`src/rtl/core/interrupt_priority_level_evaluator_macros.svh`:
```
// ----------------------------------------------------------------------------
// interrupt priority level evaluator: assertion macros
// Concurrent assertion shorthands clocked on clk and held off during reset.
// ----------------------------------------------------------------------------
`ifndef INTERRUPT_PRIORITY_LEVEL_EVALUATOR_MACROS_SVH
`define INTERRUPT_PRIORITY_LEVEL_EVALUATOR_MACROS_SVH

// consequent must hold in the same cycle as the antecedent
`define IPLE_ASSERT_SAME(label, ante, cons, msg) \
    label: assert property (@(posedge clk) disable iff (!rst_n) (ante) |-> (cons)) \
        else $error(msg);

// consequent must hold in the cycle after the antecedent
`define IPLE_ASSERT_NEXT(label, ante, cons, msg) \
    label: assert property (@(posedge clk) disable iff (!rst_n) (ante) |=> (cons)) \
        else $error(msg);

`endif

```
`src/rtl/core/iple_pkg.sv`:
```
// ----------------------------------------------------------------------------
// iple_pkg
// Shared types, codes and constants of the interrupt priority level evaluator.
// ----------------------------------------------------------------------------
package iple_pkg;

    // field widths
    localparam int LEVEL_W   = 5;
    localparam int BUS_W     = 4;
    localparam int BUS_IDX_W = 2;
    localparam int SOFT_W    = 16;
    localparam int POST_W    = 5;
    localparam int CFG_IDX_W = 3;

    // stream widths, padded to whole bytes
    localparam int S_TDATA_W = 40;
    localparam int M_TDATA_W = 16;

    // default sizes of the bus and software level ranges
    localparam int BUS_LEVELS_DEF  = 4;
    localparam int SOFT_LEVELS_DEF = 16;

    // pending flag positions
    localparam int FLAG_TIMER   = 0;
    localparam int FLAG_CON_IN  = 1;
    localparam int FLAG_CON_OUT = 2;
    localparam int FLAG_STOR_IN = 3;
    localparam int FLAG_STOR_OUT = 4;

    typedef logic [LEVEL_W-1:0] level_t;
    typedef logic [POST_W-1:0]  flags_t;

    typedef enum logic [0:0] {
        OP_EVAL = 1'b0,
        OP_ACK  = 1'b1
    } op_t;

    typedef enum logic [3:0] {
        SRC_NONE     = 4'd0,
        SRC_HALT     = 4'd1,
        SRC_TIMER    = 4'd2,
        SRC_BUS      = 4'd3,
        SRC_CON_IN   = 4'd4,
        SRC_CON_OUT  = 4'd5,
        SRC_STOR_IN  = 4'd6,
        SRC_STOR_OUT = 4'd7,
        SRC_SOFT     = 4'd8
    } src_t;

    typedef enum logic [CFG_IDX_W-1:0] {
        CFG_HALT_LEVEL    = 3'd0,
        CFG_CLOCK_LEVEL   = 3'd1,
        CFG_BUS_LOW_LEVEL = 3'd2,
        CFG_BUS_HIGH_LEVEL = 3'd3,
        CFG_CONSOLE_LEVEL = 3'd4,
        CFG_STORAGE_LEVEL = 3'd5
    } cfg_idx_t;

    // register reset values
    localparam level_t HALT_LEVEL_RST     = 5'd31;
    localparam level_t CLOCK_LEVEL_RST    = 5'd24;
    localparam level_t BUS_LOW_LEVEL_RST  = 5'd20;
    localparam level_t BUS_HIGH_LEVEL_RST = 5'd23;
    localparam level_t CONSOLE_LEVEL_RST  = 5'd20;
    localparam level_t STORAGE_LEVEL_RST  = 5'd20;

    typedef struct packed {
        level_t halt_level;
        level_t clock_level;
        level_t bus_low_level;
        level_t bus_high_level;
        level_t console_level;
        level_t storage_level;
    } cfg_regs_t;

    typedef struct packed {
        op_t                 op;
        level_t              current_ipl;
        logic                halt_pin;
        logic [BUS_W-1:0]    bus_requests;
        logic [SOFT_W-1:0]   soft_requests;
        flags_t              post_requests;
        level_t              ack_level;
    } item_t;

    typedef struct packed {
        level_t           grant_level;
        src_t             source;
        logic [BUS_W-1:0] bus_index;
        logic             bad_level;
    } result_t;

endpackage

```
`src/rtl/core/iple_cfg.sv`:
```
// ----------------------------------------------------------------------------
// iple_cfg
// Level configuration registers, written one at a time by index.
// ----------------------------------------------------------------------------
module iple_cfg (
    input  logic                                clk,
    input  logic                                rst_n,
    input  logic                                wr_en,
    input  logic [iple_pkg::CFG_IDX_W-1:0]      wr_index,
    input  iple_pkg::level_t                    wr_data,
    output iple_pkg::cfg_regs_t                 cfg
);

    iple_pkg::cfg_regs_t cfg_reg;
    iple_pkg::cfg_regs_t cfg_next;

    // register decode, indexes past the list are dropped
    always_comb
    begin
        cfg_next = cfg_reg;
        if (wr_en)
        begin
            unique case (iple_pkg::cfg_idx_t'(wr_index))
                iple_pkg::CFG_HALT_LEVEL:     cfg_next.halt_level     = wr_data;
                iple_pkg::CFG_CLOCK_LEVEL:    cfg_next.clock_level    = wr_data;
                iple_pkg::CFG_BUS_LOW_LEVEL:  cfg_next.bus_low_level  = wr_data;
                iple_pkg::CFG_BUS_HIGH_LEVEL: cfg_next.bus_high_level = wr_data;
                iple_pkg::CFG_CONSOLE_LEVEL:  cfg_next.console_level  = wr_data;
                iple_pkg::CFG_STORAGE_LEVEL:  cfg_next.storage_level  = wr_data;
                default:                      cfg_next = cfg_reg;
            endcase
        end
    end

    // register bank
    always_ff @(posedge clk or negedge rst_n)
    begin
        if (!rst_n)
        begin
            cfg_reg.halt_level     <= iple_pkg::HALT_LEVEL_RST;
            cfg_reg.clock_level    <= iple_pkg::CLOCK_LEVEL_RST;
            cfg_reg.bus_low_level  <= iple_pkg::BUS_LOW_LEVEL_RST;
            cfg_reg.bus_high_level <= iple_pkg::BUS_HIGH_LEVEL_RST;
            cfg_reg.console_level  <= iple_pkg::CONSOLE_LEVEL_RST;
            cfg_reg.storage_level  <= iple_pkg::STORAGE_LEVEL_RST;
        end
        else
        begin
            cfg_reg <= cfg_next;
        end
    end

    assign cfg = cfg_reg;

endmodule

```
`src/rtl/core/iple_eval.sv`:
```
// ----------------------------------------------------------------------------
// iple_eval
// Priority evaluation and acknowledge decode for one item, combinational.
// ----------------------------------------------------------------------------
module iple_eval #(
    parameter int BUS_LEVELS  = iple_pkg::BUS_LEVELS_DEF,
    parameter int SOFT_LEVELS = iple_pkg::SOFT_LEVELS_DEF
) (
    input  iple_pkg::item_t      item,
    input  iple_pkg::cfg_regs_t  cfg,
    input  iple_pkg::flags_t     pending,
    output iple_pkg::result_t    res,
    output iple_pkg::flags_t     pending_next
);

    // bus lanes that can request at all
    localparam int BUS_LANES = (BUS_LEVELS < iple_pkg::BUS_W) ? BUS_LEVELS : iple_pkg::BUS_W;
    localparam int SOFT_USED = (SOFT_LEVELS < iple_pkg::SOFT_W) ? SOFT_LEVELS : iple_pkg::SOFT_W;

    iple_pkg::flags_t            flags;
    logic [iple_pkg::BUS_W-1:0]  bus_hit;
    logic                        bus_any;
    logic [iple_pkg::BUS_IDX_W-1:0] bus_sel;
    logic                        bus_stop;
    logic                        soft_any;
    iple_pkg::level_t            soft_lvl;
    iple_pkg::level_t            ack_idx;
    logic                        ack_bus;
    logic                        con_pend;
    logic                        stor_pend;

    // posted requests join the pending flags first
    assign flags = pending | item.post_requests;
    assign con_pend  = flags[iple_pkg::FLAG_CON_IN] | flags[iple_pkg::FLAG_CON_OUT];
    assign stor_pend = flags[iple_pkg::FLAG_STOR_IN] | flags[iple_pkg::FLAG_STOR_OUT];

    // one compare per bus lane, in range and above the current ipl
    always_comb
    begin
        logic [iple_pkg::LEVEL_W:0] lane_lvl;
        for (int idx = 0; idx < iple_pkg::BUS_W; idx++)
        begin
            lane_lvl = {1'b0, cfg.bus_low_level} + (iple_pkg::LEVEL_W+1)'(idx);
            bus_hit[idx] = (idx < BUS_LANES) && item.bus_requests[idx]
                && (lane_lvl <= {1'b0, cfg.bus_high_level})
                && (lane_lvl > {1'b0, item.current_ipl});
        end
    end

    // highest bus lane wins
    always_comb
    begin
        bus_any = 1'b0;
        bus_sel = '0;
        for (int idx = 0; idx < iple_pkg::BUS_W; idx++)
        begin
            if (bus_hit[idx])
            begin
                bus_any = 1'b1;
                bus_sel = iple_pkg::BUS_IDX_W'(idx);
            end
        end
    end

    // downward bus scan meets a level at or below ipl and ends the search
    assign bus_stop = (cfg.bus_high_level >= cfg.bus_low_level)
        && (cfg.bus_low_level <= item.current_ipl);

    // software levels above ipl, highest first
    always_comb
    begin
        soft_any = 1'b0;
        soft_lvl = '0;
        for (int i = 0; i < iple_pkg::SOFT_W; i++)
        begin
            if ((i < SOFT_USED) && item.soft_requests[i]
                && (iple_pkg::LEVEL_W'(i) > item.current_ipl))
            begin
                soft_any = 1'b1;
                soft_lvl = iple_pkg::LEVEL_W'(i);
            end
        end
    end

    // acknowledge at a requesting bus level
    assign ack_idx = item.ack_level - cfg.bus_low_level;
    assign ack_bus = (item.ack_level >= cfg.bus_low_level) && (ack_idx < BUS_LANES)
        && item.bus_requests[ack_idx[iple_pkg::BUS_IDX_W-1:0]];

    // result selection and flag clearing
    always_comb
    begin
        res          = '0;
        res.source   = iple_pkg::SRC_NONE;
        pending_next = flags;
        if (item.op == iple_pkg::OP_EVAL)
        begin
            if (item.halt_pin)
            begin
                res.grant_level = cfg.halt_level;
                res.source      = iple_pkg::SRC_HALT;
            end
            else if ((item.current_ipl < cfg.clock_level) && flags[iple_pkg::FLAG_TIMER])
            begin
                res.grant_level = cfg.clock_level;
                res.source      = iple_pkg::SRC_TIMER;
            end
            else if (bus_any)
            begin
                res.grant_level = cfg.bus_low_level + iple_pkg::LEVEL_W'(bus_sel);
                res.source      = iple_pkg::SRC_BUS;
                res.bus_index   = iple_pkg::BUS_W'(bus_sel);
            end
            else if (bus_stop)
            begin
                res.source = iple_pkg::SRC_NONE;
            end
            else if ((item.current_ipl < cfg.console_level) && con_pend)
            begin
                res.grant_level = cfg.console_level;
                res.source      = flags[iple_pkg::FLAG_CON_IN] ? iple_pkg::SRC_CON_IN
                                                               : iple_pkg::SRC_CON_OUT;
            end
            else if ((item.current_ipl < cfg.storage_level) && stor_pend)
            begin
                res.grant_level = cfg.storage_level;
                res.source      = flags[iple_pkg::FLAG_STOR_IN] ? iple_pkg::SRC_STOR_IN
                                                                : iple_pkg::SRC_STOR_OUT;
            end
            else if (soft_any)
            begin
                res.grant_level = soft_lvl;
                res.source      = iple_pkg::SRC_SOFT;
            end
        end
        else
        begin
            res.grant_level = item.ack_level;
            if (item.ack_level == cfg.clock_level)
            begin
                pending_next[iple_pkg::FLAG_TIMER] = 1'b0;
                res.source = iple_pkg::SRC_TIMER;
            end
            else if (item.ack_level > cfg.bus_high_level)
            begin
                res.bad_level = 1'b1;
            end
            else if (ack_bus)
            begin
                res.source    = iple_pkg::SRC_BUS;
                res.bus_index = ack_idx[iple_pkg::BUS_W-1:0];
            end
            else if ((item.ack_level == cfg.console_level) && con_pend)
            begin
                if (flags[iple_pkg::FLAG_CON_IN])
                begin
                    pending_next[iple_pkg::FLAG_CON_IN] = 1'b0;
                    res.source = iple_pkg::SRC_CON_IN;
                end
                else
                begin
                    pending_next[iple_pkg::FLAG_CON_OUT] = 1'b0;
                    res.source = iple_pkg::SRC_CON_OUT;
                end
            end
            else if ((item.ack_level == cfg.storage_level) && stor_pend)
            begin
                if (flags[iple_pkg::FLAG_STOR_IN])
                begin
                    pending_next[iple_pkg::FLAG_STOR_IN] = 1'b0;
                    res.source = iple_pkg::SRC_STOR_IN;
                end
                else
                begin
                    pending_next[iple_pkg::FLAG_STOR_OUT] = 1'b0;
                    res.source = iple_pkg::SRC_STOR_OUT;
                end
            end
        end
    end

endmodule

```
`src/rtl/core/interrupt_priority_level_evaluator.sv`:
```
// ----------------------------------------------------------------------------
// interrupt_priority_level_evaluator
// Interrupt priority arbiter with pending device flags and level registers.
// ----------------------------------------------------------------------------
//  channel   dir  handshake            contents
//  s_*       in   s_tvalid/s_tready    request beat: op in tuser, fields in tdata
//  m_*       out  m_tvalid/m_tready    result beat: level, source, bus index, error
//  cfg_*     in   cfg_valid/cfg_ready  level register write by index
//
//  one beat per cycle sustained while m_tready is high; a beat is held in the
//  input register and its result is loaded into the result register as it
//  leaves, which raises m_tvalid. the pending flags update as a beat leaves
//  the input register. a stalled output holds the result while one more beat
//  is taken into the input register.
//  cfg_ready is always high; reset is immediate.
// ----------------------------------------------------------------------------
module interrupt_priority_level_evaluator #(
    parameter int BUS_LEVELS  = iple_pkg::BUS_LEVELS_DEF,
    parameter int SOFT_LEVELS = iple_pkg::SOFT_LEVELS_DEF
) (
    input  logic                                clk,
    input  logic                                rst_n,
    // request stream
    input  logic                                s_tvalid,
    output logic                                s_tready,
    // current_ipl, halt_pin, bus_requests, soft_requests, post_requests, ack_level
    input  logic [iple_pkg::S_TDATA_W-1:0]      s_tdata,
    // op
    input  logic [0:0]                          s_tuser,
    // result stream
    output logic                                m_tvalid,
    input  logic                                m_tready,
    // grant_level, source, bus_index, bad_level
    output logic [iple_pkg::M_TDATA_W-1:0]      m_tdata,
    // configuration writes
    input  logic                                cfg_valid,
    output logic                                cfg_ready,
    input  logic [iple_pkg::CFG_IDX_W-1:0]      cfg_index,
    input  logic [iple_pkg::LEVEL_W-1:0]        cfg_data
);

    iple_pkg::cfg_regs_t  cfg;
    iple_pkg::item_t      in_item;
    iple_pkg::item_t      item_reg;
    logic                 s1_valid_reg;
    logic                 s1_valid_next;
    logic                 out_valid_reg;
    logic                 out_valid_next;
    iple_pkg::result_t    res_reg;
    iple_pkg::result_t    res_comb;
    iple_pkg::flags_t     pending_reg;
    iple_pkg::flags_t     pending_comb;
    logic                 advance;
    logic                 s_accept;

    // configuration registers
    assign cfg_ready = 1'b1;

    iple_cfg u_cfg (
        .clk      (clk),
        .rst_n    (rst_n),
        .wr_en    (cfg_valid & cfg_ready),
        .wr_index (cfg_index),
        .wr_data  (cfg_data),
        .cfg      (cfg)
    );

    // unpack the request beat
    assign in_item.op            = iple_pkg::op_t'(s_tuser[0]);
    assign in_item.current_ipl   = s_tdata[4:0];
    assign in_item.halt_pin      = s_tdata[5];
    assign in_item.bus_requests  = s_tdata[9:6];
    assign in_item.soft_requests = s_tdata[25:10];
    assign in_item.post_requests = s_tdata[30:26];
    assign in_item.ack_level     = s_tdata[35:31];

    // pipeline flow control
    assign advance  = !out_valid_reg || m_tready;
    assign s_tready = !s1_valid_reg || advance;
    assign s_accept = s_tvalid && s_tready;

    assign s1_valid_next  = s_accept || (s1_valid_reg && !advance);
    assign out_valid_next = advance ? s1_valid_reg : out_valid_reg;

    // evaluation between the two registers
    iple_eval #(
        .BUS_LEVELS  (BUS_LEVELS),
        .SOFT_LEVELS (SOFT_LEVELS)
    ) u_eval (
        .item         (item_reg),
        .cfg          (cfg),
        .pending      (pending_reg),
        .res          (res_comb),
        .pending_next (pending_comb)
    );

    // control state
    always_ff @(posedge clk or negedge rst_n)
    begin
        if (!rst_n)
        begin
            s1_valid_reg  <= 1'b0;
            out_valid_reg <= 1'b0;
            pending_reg   <= '0;
        end
        else
        begin
            s1_valid_reg  <= s1_valid_next;
            out_valid_reg <= out_valid_next;
            if (s1_valid_reg && advance)
            begin
                pending_reg <= pending_comb;
            end
        end
    end

    // payload registers
    always_ff @(posedge clk)
    begin
        if (s_accept)
        begin
            item_reg <= in_item;
        end
        if (s1_valid_reg && advance)
        begin
            res_reg <= res_comb;
        end
    end

    // pack the result beat
    assign m_tvalid = out_valid_reg;
    assign m_tdata  = {2'b00, res_reg.bad_level, res_reg.bus_index,
                       res_reg.source, res_reg.grant_level};

    // checks
    `include "interrupt_priority_level_evaluator_macros.svh"

    `IPLE_ASSERT_SAME(a_bad_without_source,
        m_tvalid && res_reg.bad_level,
        res_reg.source == iple_pkg::SRC_NONE && res_reg.bus_index == '0,
        "error result carries a source")
    `IPLE_ASSERT_SAME(a_bus_index_only_bus,
        m_tvalid && res_reg.source != iple_pkg::SRC_BUS,
        res_reg.bus_index == '0,
        "bus index set for a non-bus source")
    `IPLE_ASSERT_NEXT(a_timer_ack_clears,
        s1_valid_reg && advance && item_reg.op == iple_pkg::OP_ACK
            && item_reg.ack_level == cfg.clock_level,
        !pending_reg[iple_pkg::FLAG_TIMER],
        "timer flag survives an acknowledge at clock level")
    `IPLE_ASSERT_SAME(a_stall_only_when_full,
        !s_tready,
        s1_valid_reg && out_valid_reg && !m_tready,
        "input stalled with room in the pipeline")

endmodule

```
`config.mk`:
```
export PLATFORM = sky130hd
export DESIGN_NAME = interrupt_priority_level_evaluator
export DESIGN_NICKNAME = d
export VERILOG_FILES = /design/src/rtl/core/iple_pkg.sv /design/src/rtl/core/iple_cfg.sv /design/src/rtl/core/iple_eval.sv /design/src/rtl/core/interrupt_priority_level_evaluator.sv
export VERILOG_INCLUDE_DIRS = /design/src /design/src/rtl/core
export SDC_FILE = /design/constraint.sdc
export NUM_CORES = 1
export LEC_CHECK = 0
export BUFFER_PORTS_ARGS = -buffer_cell sky130_fd_sc_hd__buf_2
export CAP_MARGIN = 20
export CORE_MARGIN = 2
export CORE_UTILIZATION = 46
export DETAILED_ROUTE_END_ITERATION = 6
export PLACE_DENSITY = 0.66
export SLEW_MARGIN = 0
export SYNTH_ARGS = -nofsm -noshare
export SYNTH_HDL_FRONTEND = slang
export SYNTH_SLANG_ARGS = --single-unit
```
`constraint.sdc`:
```
create_clock -name clk -period 7.2 [get_ports clk]
set_input_delay 0 -clock clk [delete_from_list [all_inputs] [get_ports clk]]
set_output_delay 0 -clock clk [all_outputs]
set_load 0.05 [all_outputs]
```
### After elaboration in Yosys (flattened, before gate mapping)

Cells that the tools add are included.

| word-level totals | value |
|---|---|
| register bits | 88 |
| input port bits | 54 |
| output and inout port bits | 19 |
| logic and storage cells | 191 |

| cells by class | value |
|---|---|
| add/subtract/negate cells | 5 |
| magnitude comparators | 33 |
| eq/ne operators | 8 |
| mux-type cells | 72 |
| bitwise gates (word level) | 4 |
| reductions and logical operators | 49 |

Operators with widths:

| kind | number |
|---|---|
| $mux W4 | 17 |
| $mux W9 | 6 |
| $gt A4 B5 Y1 const A | 8 |
| $logic_and A1 B1 Y1 | 35 |
| $mux W1 | 29 |
| $gt A3 B5 Y1 const A | 4 |
| $mux W2 | 10 |
| $gt A6 B5 Y1 | 3 |
| $le A6 B5 Y1 | 3 |
| $eq A5 B5 Y1 | 3 |
| $lt A5 B5 Y1 | 3 |
| $mux W5 | 3 |
| $mux W13 | 1 |
| $add A5 B2 Y6 const B | 2 |
| $mux W3 | 4 |
| $reduce_and A2 Y1 | 6 |
| $ge A5 B5 Y1 | 2 |
| $gt A1 B5 Y1 const A | 2 |
| $gt A2 B5 Y1 const A | 2 |
| $gt A5 B5 Y1 | 2 |
| $le A5 B5 Y1 | 2 |
| $mux W8 | 1 |
| $add A5 B1 Y6 const B | 1 |
| $eq A3 B2 Y1 const B | 2 |
| 14 further kinds | 20 |

### Logic depth before layout (Yosys ltp)

Gate-level depths: netlist of the first run.

| logic depth | value |
|---|---|
| word-level depth | 26 |
| mapped depth | 17 |
| gate-level depth less buffers | 17 |

### Modules after synthesis

Synthesis of the first run repeated with hierarchy kept, for this count alone.

| second synthesis, totals | value |
|---|---|
| cell total of the unflattened synthesis | 563 |
| area, all modules | 6,073.3 um^2 |

Modules (own cells, without submodules):

| module | instances | cells each | area an instance (um^2) | sequential area each (um^2) |
|---|---|---|---|---|
| iple_eval | 1 | 422 | 3,005.4 | 0.0 |
| interrupt_priority_level_evaluator | 1 | 75 | 1,868.0 | 1,706.6 |
| iple_cfg | 1 | 66 | 1,199.9 | 772.0 |

### Worst setup path before layout of the first run

No wires, ideal clock.

| timing | value |
|---|---|
| path kind | register to register |
| start point | register u_cfg.cfg_reg, in the netlist u_cfg.cfg[17] |
| end point | register res_reg, in the netlist m_tdata[4], data pin |
| library setup time | 254 ps |
| arrival | 3,216 ps |
| data required time | 6,946 ps |
| path slack | 3,730 ps |
| cell stages (with the launch flop) | 16 |
| buffers on the path | 1 |
| clock period less this slack | 3,470 ps |
| cells stage by stage | dfstp_2 -> clkbuf_1 -> nand3_1 -> xnor2_1 -> ha_1 -> nand4_1 -> o2111ai_1 -> or3_1 -> o21bai_1 -> ha_1 -> inv_1 -> fa_1 -> nor2_1 -> xnor2_1 -> mux2i_1 -> o21a_1 |

RTL lines:

| element | RTL line | source |
|---|---|---|
| from (decl) | iple_cfg.sv:14 | `iple_pkg::cfg_regs_t cfg_reg;` |
| from (signal assigned) | iple_cfg.sv:49 | `cfg_reg <= cfg_next;` |
| to (signal assigned) | interrupt_priority_level_evaluator.sv:126 | `res_reg <= res_comb;` |
| to (decl) | interrupt_priority_level_evaluator.sv:49 | `iple_pkg::result_t res_reg;` |

==> results of run 1 <==
-- path summary, 6_finish.rpt --
check	end	depth (start not counted)	from
min	u_cfg.cfg[9]	4	cfg_index[1]
max in group asynchronous	u_cfg.cfg[15]	2	rst_n
max reg2reg	m_tdata[4]	15	u_cfg.cfg[17]
min in group asynchronous	pending_reg[0]	2	rst_n
max	m_tdata[4]	15	u_cfg.cfg[17]
min reg2reg	m_tvalid	1	s1_valid_reg
-- per-layer routing --
layer,routed length (um),global-route usage,vias up
met5,0,0,-
met4,232,0.0635,0
met3,738,0.0304,18
met2,7250,0.379,147
met1,6750,0.308,2298
li1,-,-,2316
-- power breakdown --
part | internal [mW] | switching [mW] | total [mW] | leakage, nW
Combinational | 0.316 | 0.448 | 0.764 | 1.93
Clock | 0.246 | 0.198 | 0.443 | 0.132
Sequential | 0.615 | 0.0757 | 0.691 | 0.885
-- tightest hold or removal path: cells and delay by family --
kind	cells	cell delay (ns)
buffers and inverters	1	0.13
AO/OA/AOI/OAI	1	0.07
AND/OR/NAND/NOR	2	0.25
-- placed cells by master, fill, tap and decap left out, types with 16 or more instances in the layout --
| master | netlist | final |
|---|---|---|
| mux2_2 | 16 | 16 |
| buf_2 | 4 | 64 |
| nor2_1 | 19 | 19 |
| nand2_1 | 44 | 44 |
| a21oi_1 | 33 | 33 |
| nand2b_1 | 17 | 17 |
| xnor2_1 | 16 | 16 |
| dfrtp_1 | 20 | 20 |
| dlygate4sd3_1 | 0 | 45 |
| ha_1 | 65 | 65 |
| dfstp_2 | 17 | 17 |
| inv_1 | 40 | 40 |
| edfxtp_1 | 50 | 50 |
| o21ai_0 | 31 | 31 |
-- what timing repair did --
action,in CTS,in global routing
gates resized for setup,0,0
hold buffers,45,0
hold endpoints to repair,69,0
-- cell type report --
cell class / count / area share
Clock buffer: 11 / 0.0343
Tap cell: 172 / 0.0304
Inverter: 40 / 0.0212
Multi-Input combinational cell: 426 / 0.451
Timing Repair Buffer: 111 / 0.111
Clock inverter: 5 / 0.00583
Sequential cell: 87 / 0.346
-- cells by family after synthesis --
group,share of synthesized area
compound gates,0.167
xor+xnor,0.0403
fa+ha+maj,0.147
buf+inv,0.0405
flops,0.417
mux,0.0482
other cells,0.00128
simple gates,0.139
-- through the flow --
step / setup slack [ns] / std cells / instance area [um2] / utilization
global route: 2.74 / 852 / 7080 / 0.566
finish: 2.96 / 852 / 7080 / 0.566
detailed placement: 3.01 / 790 / 6340 / 0.506
CTS: 3.03 / 851 / 7070 / 0.565
global placement: 3.18 / 790 / 6340 / 0.506
floorplan: 3.73 / 569 / 5880 / -
==> flow_summary.toml, run 1 <==
[die]
die_h_um = 117
coreArea_um2 = 12500
dieWidth_um = 117
dieArea_um2 = 13700
ios = 73
start_util = 0.469
rows = 41

[global_routing]
grt_max_degree = 38
grt_pass1_wl_mm = 23.5
gr-usage-all-layers = 0.226
grt_pass1_vias = 4609
gr-total-overflow = 0
antenna_found_initial = 0

[placement]
place.gp.congestion = 0.925
hpwl_mm = 11.1
io_buffers = 64

[finish]
multiInputGateArea_um2 = 3200
drive_gt1_frac = 0.182
num-fill-cells = 1096
nNetsFinal = 796
diodes = 0
largest_reg_flops = 36
syn2layout_area_growth_pct = 20.6
seq_area_um2 = 2450

[setup_path]
crit_required_ns = 7.29
crit_chain = "ha_1, nand2_1, xnor2_1, ha_1, a211oi_1, a21oi_1, or3_1, o21bai_1, ha_1, inv_1, fa_1, nor2_1, xnor2_1, mux2i_1, o21a_1"
crit_type = "reg2reg"
start_kind = "flop"
path_buf_inv = 1
end_kind = "flop"
crit_top_cell = "ha_1"
cp_slowest_stage_delay_ns = 0.68
crit_arrival_ns = 4.33
path_delay_family = "adder cells"
slowest_stage = "dfstp_2"
cp_max_fo = 10
regToRegSetupSlack_ns = 2.96

[synthesis]
synth_cell_types = 68
yosysMostFrequentCell = "ha_1"
syn_avg_cell_area_um2 = 10.4
yosysSeqAreaShare = 0.417
synth_flop_cell = "edfxtp_1"
ys_seq_elements = 87
synthArstFlopShare = 0.425
synth_area_leader_cell = "edfxtp_1"
synthTopCellsByArea = "edfxtp_1 26%, ha_1 14%, dfrtp_1 8.5%"
ys_warn_count = 0
synth_edf_count = 50
netlist_area_um2 = 5870
netlist.area_leader.share = 0.256
synth_common_cells = "65 x ha_1, 50 x edfxtp_1, 44 x nand2_1"
synthCells = 566

[sta]
report.final.slew_viol_count = 0
skew_ns = 0.00763
whs_ns = 0.127
setup_tns_ns = 0
min_period_over_period = 0.589
finalSetupViolCount = 0
timing.max_slew.rel_slack = 0.260
post-route-min-period_ns = 4.24
finalHoldViolCount = 0
rsz0062_at_grt = "false"
worst_pin_slew_ns = 1.10
fmax_mhz = 236

[flow_run]
drv_cap = 0

[clock_network]
max-clock-path-buffers = 2
post_cts_buffers = 0
cts_tree = "yes"
htree_num_levels = 3
cts_sinks = 87
insertion_delay_ns = 0.34
root_buffer = "clkbuf_16"
cts.reportedPaths.clkPinSlew_ns = 0.06
cts_buffers = 9

[route]
drt_iter0_drc = 284
wl_per_cell_um = 17.6
antenna_left = 0
wl_mm = 15.0
drt_drc_violations_left = 0
via_count = 4779
first_pass_iters = 5
avgViaCountPerCell = 5.61

[pwr]
p_leak_nw = 2.95
power_density_nw_per_um2 = 268
irDropWorstVdd_v = 0.000170
total_power_mw = 1.90

[min_path]
hp-class = "in2reg"

[run_status]
status = "complete, no violations"
Note: power is estimated with default switching activity, not from simulation.
==> run 2: changes to the inputs <==
--- a/config.mk
+++ b/config.mk
@@ -11,7 +11,7 @@
 export CORE_MARGIN = 2
 export CORE_UTILIZATION = 46
 export DETAILED_ROUTE_END_ITERATION = 6
-export PLACE_DENSITY = 0.66
+export PLACE_DENSITY = 0.68
 export SLEW_MARGIN = 0
 export SYNTH_ARGS = -nofsm -noshare
 export SYNTH_HDL_FRONTEND = slang
==> constraint.sdc (replaced) <==
create_clock -name clk -period 3.8 [get_ports clk]
set_input_delay 0 -clock clk [delete_from_list [all_inputs] [get_ports clk]]
set_output_delay 0 -clock clk [all_outputs]
set_load 0.05 [all_outputs]
==> flow_summary.toml, run 2 (synthesized netlist as in run 1, its figures left out) <==
[finish]
largest_reg_flops = 36
syn2layout_area_growth_pct = 24.3
final_cell_count_no_fill = 866
mostFrequentLayoutCells = "64 x ha_1, 64 x buf_2, 50 x edfxtp_1"
diodes = 0
drive_gt1_frac = 0.226
seq_area_um2 = 2450
nNetsFinal = 810
num-fill-cells = 1083
multiInputGateArea_um2 = 3260
final_core_util = 0.583

[setup_path]
regToRegEndpoint = "m_tdata[1]"
slowest_stage = "dfstp_2"
ff2ff_path_depth = 14
crit_path_end = "m_tdata[1]"
crit_arrival_ns = 3.70
path_delay_family = "adder cells"
cp_max_fo = 3
worstSetupStartpoint = "u_cfg.cfg[17]"
path_buf_inv = 2
regToRegSetupSlack_ns = 0.19
r2r_start = "u_cfg.cfg[17]"
end_kind = "flop"
start_kind = "flop"
crit_required_ns = 3.88
cp_slowest_stage_delay_ns = 0.52
cp.depth = 14
crit_chain = "ha_1, nand2_1, xnor2_2, ha_1, a211oi_1, a21oi_1, or3_4, o21bai_2, ha_2, inv_1, fa_2, inv_1, a221oi_2, a21oi_2"
crit_type = "reg2reg"

[sta]
report.final.slew_viol_count = 0
worst_pin_slew_ns = 1.11
fmax_mhz = 277
post-route-min-period_ns = 3.61
min_period_over_period = 0.951
whs_ns = 0.00906
skew_ns = 0.0121
setup_tns_ns = 0
timing.max_slew.rel_slack = 0.261
finalSetupViolCount = 0
finalHoldViolCount = 0

[route]
wl_mm = 15.3
avgViaCountPerCell = 5.61
drt_iter0_drc = 317
first_pass_iters = 5
wl_per_cell_um = 17.6
via_count = 4858
antenna_left = 0
drt_drc_violations_left = 0

[global_routing]
grt_pass1_vias = 4738
gr-usage-all-layers = 0.234
grt_pass1_wl_mm = 24.1
antenna_found_initial = 0
gr-total-overflow = 0
grt_max_degree = 38

[clock_network]
htree_num_levels = 3
cts.reportedPaths.clkPinSlew_ns = 0.06
root_buffer = "clkbuf_16"
cts_tree = "yes"
cts_sinks = 87
cts_buffers = 9
insertion_delay_ns = 0.35
max-clock-path-buffers = 2

[placement]
place.gp.congestion = 0.953
dp.cells = 805
io_buffers = 64
hpwl_mm = 11.4

[pwr]
p_leak_nw = 3.07
power_density_nw_per_um2 = 525
irDropWorstVdd_v = 0.000332
total_power_mw = 3.83

[die]
dieArea_um2 = 13700
dieWidth_um = 117
coreArea_um2 = 12500
start_util = 0.469
die_h_um = 117
ios = 73
rows = 41

[run_status]
status = "complete, no violations"

[min_path]
hp-class = "in2reg"

[flow_run]
drv_cap = 0
## run 2: changes by cell type in the layout (fill, tap and decap cells not counted), moves of 2 or more
cell       change
buf_4         +16
dfrtp_1        -3
dfrtp_2        +3
xnor2_1        -3
xnor2_2        +3
a21oi_1        -2
a21oi_2        +2
bufinv_16      +2
clkinv_4       -2
nor2_1         -2
nor2_2         +2
## run 2: cell type report
cell class                 instances  area share
multi-input combinational        426       0.447
tap                              172      0.0295
inverter                          40      0.0206
sequential                        87       0.336
timing repair buffer             125       0.122
clock inverter                     6      0.0123
clock buffer                      10      0.0328
## run 2: report_power, final
| group | switching [mW] | internal, mW |
|---|---|---|
| clock network | 0.380 | 0.598 |
| registers | 0.124 | 1.17 |
| logic | 0.898 | 0.664 |
| total | 1.40 | 2.43 |
## run 2: what timing repair did
action | CTS | global route
hold buffers | 44 | 0
hold endpoints to repair | 68 | 0
setup buffers | 0 | 1
resized for setup | 0 | 17
endpoints found under the setup margin | 0 | 4
## run 2: per-layer routing
metal  wire length [um]  global-route usage  share of wire
met2               7290               0.384           0.48
met5                  0                   0              0
met4                394              0.0871          0.026
met1               6710               0.311           0.44
met3                866              0.0422          0.057
## run 2: worst min path at each step
| stage | start | endpoint | cells past startpoint |
|---|---|---|---|
| after floorplan | rst_n | m_tvalid | 0 |
| after global routing | cfg_data[0] | u_cfg.cfg[5] | 3 |
| after detailed placement | rst_n | pending_reg[0] | 1 |
| after CTS | cfg_data[0] | u_cfg.cfg[15] | 3 |
| final | cfg_data[0] | u_cfg.cfg[15] | 3 |
| after global placement | rst_n | pending_reg[0] | 1 |
## run 2: metrics by stage
stage | setup WS, ns | cell area [um2]
floorplan | 0.330 | 5880
global placement | 0.121 | 6450
detailed placement | 0.00826 | 6450
CTS | 0.00683 | 7220
global route | -0.000955 | 7300
finish | 0.185 | 7300
## run 2: tightest hold or removal path, stage by stage
cell and delay [ns]:
buf_2 0.16, nand2_1 0.07, o21ai_0 0.07
